`src/hdl/oale_pkg.sv`:
```
// ----------------------------------------------------------------------------
// Ordered array list engine package
// Sizes, command and status codes, and the list store access bundle.
// ----------------------------------------------------------------------------
package oale_pkg;

    localparam int DEPTH  = 32;
    localparam int ADDR_W = $clog2(DEPTH);
    localparam int CNT_W  = $clog2(DEPTH + 1);
    localparam int DATA_W = 32;

    typedef enum logic [2:0] {
        CMD_PUSH_FRONT = 3'd0,
        CMD_PUSH_BACK  = 3'd1,
        CMD_INSERT     = 3'd2,
        CMD_POP_FRONT  = 3'd3,
        CMD_POP_BACK   = 3'd4,
        CMD_ERASE      = 3'd5,
        CMD_FIND       = 3'd6,
        CMD_CLEAR      = 3'd7
    } cmd_t;

    typedef enum logic [1:0] {
        ST_OK    = 2'd0,
        ST_FULL  = 2'd1,
        ST_EMPTY = 2'd2,
        ST_RANGE = 2'd3
    } status_t;

    typedef struct packed {
        logic              we;
        logic [ADDR_W-1:0] waddr;
        logic [DATA_W-1:0] wdata;
        logic [ADDR_W-1:0] raddr;
    } ram_req_t;

endpackage

```
`src/hdl/oale_ram.sv`:
```
// ----------------------------------------------------------------------------
// Ordered array list engine store
// One write port and one registered read port over the list entries.
// ----------------------------------------------------------------------------
module oale_ram (
    input  logic                      aclk,
    input  oale_pkg::ram_req_t        req,
    output logic [oale_pkg::DATA_W-1:0] rdata
);
    import oale_pkg::*;

    logic [DATA_W-1:0] mem [DEPTH];

    always_ff @(posedge aclk) begin
        if (req.we) begin
            mem[req.waddr] <= req.wdata;
        end
        rdata <= mem[req.raddr];
    end

endmodule

```
`src/hdl/ordered_array_list_engine.sv`:
```
// ----------------------------------------------------------------------------
// Ordered array list engine
// Fixed-capacity ordered list of signed 32-bit values with push, pop,
// insert, erase, find and clear commands.
// ----------------------------------------------------------------------------
// Usage: one command item enters on the s_ channel (s_cmd, s_position,
// s_value) and one result item leaves on the m_ channel (m_status,
// m_found_position, m_entry_total). s_ready is high only while the
// sequencer is idle; one command is worked on at a time.
// Errors, clear and pop back go straight to the final state; appends first
// write the entry. Inserts and removals walk the entries behind the position
// through the store, one entry per cycle; find walks from the front, one
// entry per cycle, and stops at the first match.
// Reset (aresetn low, synchronous) empties the list at once; entry contents
// are not cleared and are never read past the count.
// A stalled receiver holds the result register; the next command is still
// taken and worked on, and its result waits in the final state until the
// result register is free.
// ----------------------------------------------------------------------------
module ordered_array_list_engine (
    input  logic                         aclk,
    input  logic                         aresetn,
    input  logic                         s_valid,
    output logic                         s_ready,
    input  logic [2:0]                   s_cmd,
    input  logic [oale_pkg::CNT_W-1:0]   s_position,
    input  logic signed [oale_pkg::DATA_W-1:0] s_value,
    output logic                         m_valid,
    input  logic                         m_ready,
    output logic [1:0]                   m_status,
    output logic [oale_pkg::CNT_W-1:0]   m_found_position,
    output logic [oale_pkg::CNT_W-1:0]   m_entry_total
);
    import oale_pkg::*;

    typedef enum logic [8:0] {
        S_IDLE      = 9'b000000001,
        S_UP        = 9'b000000010,
        S_UP_TAIL   = 9'b000000100,
        S_PUT       = 9'b000001000,
        S_DN        = 9'b000010000,
        S_DN_TAIL   = 9'b000100000,
        S_FIND      = 9'b001000000,
        S_FIND_TAIL = 9'b010000000,
        S_DONE      = 9'b100000000
    } state_t;

    state_t            state_reg, state_next;
    logic [CNT_W-1:0]  count_reg, count_next;
    logic [ADDR_W-1:0] src_reg, src_next;
    logic [ADDR_W-1:0] lim_reg, lim_next;
    logic [ADDR_W-1:0] idx_reg, idx_next;
    logic [ADDR_W-1:0] wr_addr_reg, wr_addr_next;
    logic              rd_pend_reg, rd_pend_next;
    logic [DATA_W-1:0] val_reg, val_next;
    status_t           status_reg, status_next;
    logic [CNT_W-1:0]  found_reg, found_next;
    logic              m_valid_reg, m_valid_next;
    status_t           m_status_reg, m_status_next;
    logic [CNT_W-1:0]  m_found_reg, m_found_next;
    logic [CNT_W-1:0]  m_total_reg, m_total_next;

    ram_req_t          ram_req;
    logic [DATA_W-1:0] ram_rdata;

    cmd_t              cmd_in;
    logic [CNT_W-1:0]  cnt_m1;
    logic [CNT_W-1:0]  cnt_p1;
    logic [CNT_W-1:0]  pos_m1;
    logic [ADDR_W-1:0] last_idx;
    logic [ADDR_W-1:0] ins_idx;
    logic [ADDR_W-1:0] rm_idx;
    logic              is_full;
    logic              is_empty;
    logic              hit;
    logic              out_free;

    oale_ram u_ram (
        .aclk  (aclk),
        .req   (ram_req),
        .rdata (ram_rdata)
    );

    assign cmd_in   = cmd_t'(s_cmd);
    assign cnt_m1   = count_reg - CNT_W'(1);
    assign cnt_p1   = count_reg + CNT_W'(1);
    assign pos_m1   = s_position - CNT_W'(1);
    assign last_idx = cnt_m1[ADDR_W-1:0];
    assign is_full  = (count_reg == CNT_W'(DEPTH));
    assign is_empty = (count_reg == '0);
    assign hit      = (ram_rdata == val_reg);
    assign out_free = !m_valid_reg || m_ready;

    assign s_ready          = (state_reg == S_IDLE);
    assign m_valid          = m_valid_reg;
    assign m_status         = m_status_reg;
    assign m_found_position = m_found_reg;
    assign m_entry_total    = m_total_reg;

    always_comb begin
        ins_idx = '0;
        rm_idx  = '0;
        unique case (cmd_in) inside
            CMD_PUSH_BACK: ins_idx = count_reg[ADDR_W-1:0];
            CMD_INSERT:    ins_idx = pos_m1[ADDR_W-1:0];
            default:       ins_idx = '0;
        endcase
        unique case (cmd_in) inside
            CMD_POP_BACK: rm_idx = last_idx;
            CMD_ERASE:    rm_idx = pos_m1[ADDR_W-1:0];
            default:      rm_idx = '0;
        endcase
    end

    always_comb begin
        state_next    = state_reg;
        count_next    = count_reg;
        src_next      = src_reg;
        lim_next      = lim_reg;
        idx_next      = idx_reg;
        wr_addr_next  = wr_addr_reg;
        rd_pend_next  = rd_pend_reg;
        val_next      = val_reg;
        status_next   = status_reg;
        found_next    = found_reg;
        m_valid_next  = m_valid_reg && !m_ready;
        m_status_next = m_status_reg;
        m_found_next  = m_found_reg;
        m_total_next  = m_total_reg;

        ram_req.we    = 1'b0;
        ram_req.waddr = wr_addr_reg;
        ram_req.wdata = ram_rdata;
        ram_req.raddr = src_reg;

        unique case (state_reg)
            S_IDLE: begin
                if (s_valid) begin
                    val_next     = s_value;
                    status_next  = ST_OK;
                    found_next   = '0;
                    rd_pend_next = 1'b0;
                    state_next   = S_DONE;
                    unique case (cmd_in) inside
                        CMD_PUSH_FRONT, CMD_PUSH_BACK, CMD_INSERT: begin
                            if (is_full) begin
                                status_next = ST_FULL;
                            end else if (cmd_in == CMD_INSERT &&
                                         (s_position == '0 || s_position > cnt_p1)) begin
                                status_next = ST_RANGE;
                            end else begin
                                idx_next = ins_idx;
                                if (CNT_W'(ins_idx) == count_reg) begin
                                    state_next = S_PUT;
                                end else begin
                                    src_next   = last_idx;
                                    lim_next   = ins_idx;
                                    state_next = S_UP;
                                end
                            end
                        end
                        CMD_POP_FRONT, CMD_POP_BACK, CMD_ERASE: begin
                            if (is_empty) begin
                                status_next = ST_EMPTY;
                            end else if (cmd_in == CMD_ERASE &&
                                         (s_position == '0 || s_position > count_reg)) begin
                                status_next = ST_RANGE;
                            end else if (rm_idx == last_idx) begin
                                count_next = cnt_m1;
                            end else begin
                                src_next   = rm_idx + ADDR_W'(1);
                                lim_next   = last_idx;
                                state_next = S_DN;
                            end
                        end
                        CMD_FIND: begin
                            if (!is_empty) begin
                                src_next   = '0;
                                lim_next   = last_idx;
                                state_next = S_FIND;
                            end
                        end
                        CMD_CLEAR: begin
                            count_next = '0;
                        end
                        default: begin
                            state_next = S_DONE;
                        end
                    endcase
                end
            end
            S_UP: begin
                ram_req.we   = rd_pend_reg;
                wr_addr_next = src_reg + ADDR_W'(1);
                rd_pend_next = 1'b1;
                if (src_reg == lim_reg) begin
                    state_next = S_UP_TAIL;
                end else begin
                    src_next = src_reg - ADDR_W'(1);
                end
            end
            S_UP_TAIL: begin
                ram_req.we = 1'b1;
                state_next = S_PUT;
            end
            S_PUT: begin
                ram_req.we    = 1'b1;
                ram_req.waddr = idx_reg;
                ram_req.wdata = val_reg;
                count_next    = cnt_p1;
                state_next    = S_DONE;
            end
            S_DN: begin
                ram_req.we   = rd_pend_reg;
                wr_addr_next = src_reg - ADDR_W'(1);
                rd_pend_next = 1'b1;
                if (src_reg == lim_reg) begin
                    state_next = S_DN_TAIL;
                end else begin
                    src_next = src_reg + ADDR_W'(1);
                end
            end
            S_DN_TAIL: begin
                ram_req.we = 1'b1;
                count_next = cnt_m1;
                state_next = S_DONE;
            end
            S_FIND: begin
                wr_addr_next = src_reg;
                rd_pend_next = 1'b1;
                if (rd_pend_reg && hit) begin
                    found_next = CNT_W'(wr_addr_reg) + CNT_W'(1);
                    state_next = S_DONE;
                end else if (src_reg == lim_reg) begin
                    state_next = S_FIND_TAIL;
                end else begin
                    src_next = src_reg + ADDR_W'(1);
                end
            end
            S_FIND_TAIL: begin
                if (hit) begin
                    found_next = CNT_W'(wr_addr_reg) + CNT_W'(1);
                end
                state_next = S_DONE;
            end
            S_DONE: begin
                if (out_free) begin
                    m_valid_next  = 1'b1;
                    m_status_next = status_reg;
                    m_found_next  = found_reg;
                    m_total_next  = count_reg;
                    state_next    = S_IDLE;
                end
            end
            default: begin
                state_next = S_IDLE;
            end
        endcase
    end

    always_ff @(posedge aclk) begin
        if (!aresetn) begin
            state_reg   <= S_IDLE;
            count_reg   <= '0;
            rd_pend_reg <= 1'b0;
            m_valid_reg <= 1'b0;
        end else begin
            state_reg   <= state_next;
            count_reg   <= count_next;
            rd_pend_reg <= rd_pend_next;
            m_valid_reg <= m_valid_next;
        end
    end

    always_ff @(posedge aclk) begin
        src_reg      <= src_next;
        lim_reg      <= lim_next;
        idx_reg      <= idx_next;
        wr_addr_reg  <= wr_addr_next;
        val_reg      <= val_next;
        status_reg   <= status_next;
        found_reg    <= found_next;
        m_status_reg <= m_status_next;
        m_found_reg  <= m_found_next;
        m_total_reg  <= m_total_next;
    end

    a_count_bound: assert property (@(posedge aclk) disable iff (!aresetn)
        count_reg <= CNT_W'(DEPTH))
        else $error("entry count above capacity");

    a_done_loads: assert property (@(posedge aclk) disable iff (!aresetn)
        (state_reg == S_DONE && out_free) |=> (m_valid_reg && state_reg == S_IDLE))
        else $error("finished command not loaded into result register");

    a_found_in_range: assert property (@(posedge aclk) disable iff (!aresetn)
        (m_valid_reg && m_found_reg != '0) |-> (m_found_reg <= m_total_reg))
        else $error("found position beyond entry total");

    a_clear_empties: assert property (@(posedge aclk) disable iff (!aresetn)
        (s_valid && s_ready && cmd_in == CMD_CLEAR) |=> (count_reg == '0))
        else $error("clear left entries in the list");

    a_error_no_change: assert property (@(posedge aclk) disable iff (!aresetn)
        (state_reg == S_DONE && status_reg != ST_OK) |-> $stable(count_reg))
        else $error("failed command changed the entry count");

endmodule

```
`config.mk`:
```
export PLATFORM = sky130hd
export DESIGN_NAME = ordered_array_list_engine
export DESIGN_NICKNAME = d
export VERILOG_FILES = /design/src/hdl/oale_pkg.sv /design/src/hdl/oale_ram.sv /design/src/hdl/ordered_array_list_engine.sv
export SDC_FILE = /design/constraint.sdc
export NUM_CORES = 1
export LEC_CHECK = 0
export BUFFER_PORTS_ARGS = -buffer_cell sky130_fd_sc_hd__buf_2
export CAP_MARGIN = 10
export CORE_ASPECT_RATIO = 0.9
export CORE_UTILIZATION = 45
export CTS_CLUSTER_DIAMETER = 40
export CTS_CLUSTER_SIZE = 14
export DETAILED_ROUTE_END_ITERATION = 6
export MAX_ROUTING_LAYER = met4
export PLACE_DENSITY_LB_ADDON = 0.25
export RECOVER_POWER = 25
export SYNTH_ARGS = -nofsm -noshare
export SYNTH_HDL_FRONTEND = slang
export SYNTH_SLANG_ARGS = --single-unit
```
`constraint.sdc`:
```
create_clock -name aclk -period 4.15 [get_ports aclk]
set_input_delay 0.2075 -clock aclk [delete_from_list [all_inputs] [get_ports aclk]]
set_output_delay 0.2075 -clock aclk [all_outputs]
set_load 0.02 [all_outputs]
```
==> impl_metrics.json <==
{
  "status": "complete, but fails checks",
  "violations": "capacitance limit, slew limit",
  "ir_worst_vdd_mv": 0.4740,
  "path_buf_inv": 1,
  "internal-power_w": 0.02577,
  "cts-resized-gates": 0,
  "synth-main-ff-cell": "edfxtp_1",
  "cap_viol_max_count": 2,
  "post-route-min-period_ns": 3.898,
  "vias_per_cell": 5.857,
  "pwr-share-clk_pct": 33.2,
  "clock_latency_ns": 0.75,
  "antenna_found_initial": 0,
  "synth_area_um2": 45530,
  "clk_path_buf_depth": 3,
  "r2r_start": "state_reg[1]",
  "powerDensity_nw_per_um2": 687.4,
  "fin_nets": 2525,
  "io_buffers": 60,
  "ys_warn_count": 0,
  "die_y_um": 303.8,
  "cts_tree": "yes",
  "cpMaxStageDelayCell": "nor2_4",
  "start_util_pct": 45.44,
  "cts_buffers": 135,
  "switching_power_w": 0.01105,
  "synth_edf_count": 1098,
  "diodes": 0,
  "worst_pin_slew_ns": 2.169,
  "cts.sinks": 1147,
  "largest_reg_flops": 1024,
  "fmax_mhz": 256.5,
  "async_reset_ff_share_pct": 0,
  "synth_top_area_share_pct": 72.42,
  "start_kind": "register",
  "cp_max_fo": 25,
  "holdBufCountCts": 36,
  "yosys.cell_count.top_type": "edfxtp_1",
  "drive_gt1_share_pct": 30.18,
  "hp-start": "s_value[12]",
  "holdPathStages": 2,
  "via_count": 22929,
  "grtUsageTotal_pct": 23.35,
  "slowest_delay_ns": 0.91,
  "synth_seq_area_share_pct": 74.58,
  "switching_share_pct": 30.01,
  "dr.pass1.iters": 5,
  "yosys.area.top_type": "edfxtp_1",
  "seqPwrFrac_pct": 41.5,
  "finalClockSkew_ns": 0.05920,
  "detail-route-antenna-nets": 0,
  "synthTopCellsByArea": "edfxtp_1, mux4_2, dfxtp_1, nand2_1, xnor2_1",
  "clk_pin_slew_ns": 0.06,
  "ys_ff_latch": 1147,
  "cts_root_buf": "clkbuf_16",
  "htree_levels": 4,
  "arrival_ns": 4.35,
  "syn_nets": 2278,
  "hold_violations": 0,
  "crit_chain": "nor4_1, nand4b_1, or3_1, o31ai_1, nand2_1, nor2_4, buf_4",
  "avgSynthCellArea_um2": 20.57,
  "syn2layout_area_growth_pct": 17.66,
  "slew_viol_final": 83,
  "synth_cell_type_count": 67,
  "min_to": "val_reg[12]",
  "rsz0062_at_grt": "false",
  "whs_ns": 0.1732,
  "grt_pass1_wl_um": 165800,
  "pre_cts_ws_ns": 0.3155,
  "path_class": "register to register",
  "cp.required_ns": 4.60,
  "grt_start_max_net_pins": 77,
  "regToRegEndpoint": "u_ram.mem[6][19]",
  "drt_wl_total_um": 113100,
  "io_pins": 61,
  "grt-ovfl-total": 0,
  "gp_congestion": 0.8468,
  "drc": 0,
  "worstRegToRegCells": 7,
  "cp-end-kind": "register",
  "fin_ws_ns": 0.2518,
  "p_leak_nw": 17.13,
  "synth_cells": 2213,
  "cts_setup_buffers": 0,
  "grt_pass1_vias": 23786,
  "finalSetupViolCount": 0,
  "maxSlewHeadroom_pct": -44.60,
  "wire_per_inst_um": 28.89,
  "combinationalPowerShare_pct": 25.3,
  "min_period_over_period_pct": 93.93,
  "rows": 110,
  "cp_top_family": "simple AND/OR/NAND/NOR gates",
  "tns_ns": 0,
  "drt_iter0_drc": 2198,
  "r2r_slack_ns": 0.25,
  "die_x_um": 337.3,
  "die_area_um2": 102400,
  "dp_hpwl_um": 68250,
  "post_dp_cell_area_um2": 48610,
  "hold_class": "input pin to register",
  "synth_top_cells_by_count": "edfxtp_1, mux4_2, nand2_1",
  "stdcell_area_um2": 53560,
  "fp.coreArea_um2": 100200
}
==> worst max-delay path by stage <==
stage / slack, ns / depth (start not counted) / end / from
after global placement: 0.47 / 7 / u_ram.mem[6][13] / state_reg[1]
after CTS: 0.31 / 7 / u_ram.mem[6][19] / state_reg[1]
after global routing: 0.05 / 4 / u_ram.rdata[12] / src_reg[3]
final: 0.25 / 7 / u_ram.mem[6][19] / state_reg[1]
after floorplan: 0.46 / 9 / u_ram.mem[4][0] / state_reg[1]
after detailed placement: 0.32 / 7 / u_ram.mem[6][19] / state_reg[1]
==> layout by cell type, fill, tap and decap left out, drive strengths merged, types with 4 or more instances in the layout <==
| cell type | instances |
|---|---|
| edfxtp | 1098 |
| mux4 | 320 |
| clkbuf | 207 |
| nand2 | 145 |
| buf | 139 |
| nor2 | 71 |
| xnor2 | 51 |
| dfxtp | 49 |
| clkinv | 44 |
| o21ai | 40 |
| inv | 40 |
| dlygate4sd3 | 36 |
| mux2 | 33 |
| a21oi | 32 |
| nand3 | 24 |
| ha | 20 |
| nor3 | 20 |
| bufinv | 17 |
| o22ai | 12 |
| xor2 | 12 |
| nand4 | 11 |
| nor4 | 11 |
| nor3b | 9 |
| o31ai | 9 |
| nor2b | 8 |
| clkinvlp | 8 |
| and3 | 6 |
| nand3b | 6 |
| a221oi | 6 |
| a21o | 5 |
| o21a | 5 |
| a22oi | 5 |
| o211ai | 5 |
| o2111ai | 5 |
| and2 | 5 |
| or2 | 5 |
| nand2b | 4 |
| o31a | 4 |
| nand4b | 4 |
==> cell families after synthesis <==
kind of cell | count (synthesis) | synth area share [%]
fa+ha+maj | 20 | 0.5497
mux | 356 | 16.71
buf+inv | 133 | 1.152
compound gates | 153 | 2.229
flops | 1147 | 74.58
xor+xnor | 63 | 1.212
simple gates | 341 | 3.567
==> routing by layer <==
metal | share of wire [%] | vias up | GRT usage (%)
met1 | 42 | 12291 | 31.16
met3 | 5.1 | 171 | 3.216
met4 | 2.2 | 0 | 6.110
met5 | 0 | - | -
met2 | 51 | 755 | 37.90
li1 | - | 9712 | -
==> layout make-up <==
type	instances	area, um2
fill	7779	46630
sequential	1147	33950
multi-input combinational	933	11290
clock buffer	159	3520
timing repair buffer	223	1838
tap	1344	1682
clock inverter	89	1207
inverter	20	75.07
==> metrics by stage <==
stage / power, W / util, % / cells
finish: 0.03682 / 53.46 / 3915
global route: 0.03810 / 53.46 / 3915
CTS: 0.03726 / 53.59 / 3914
detailed placement: 0.02502 / 48.51 / 3630
global placement: 0.02483 / 48.51 / 3630
floorplan: 0.02123 / - / 2213
==> power by group through the flow <==
stage               registers [W]  clock network, W  logic (W)
global placement           0.0155                 0    0.00934
global route               0.0153            0.0128    0.00993
floorplan                  0.0153                 0    0.00588
detailed placement         0.0155                 0    0.00952
CTS                        0.0153            0.0124    0.00959
finish                     0.0153            0.0122    0.00930
(Power assumes the default switching activity.)
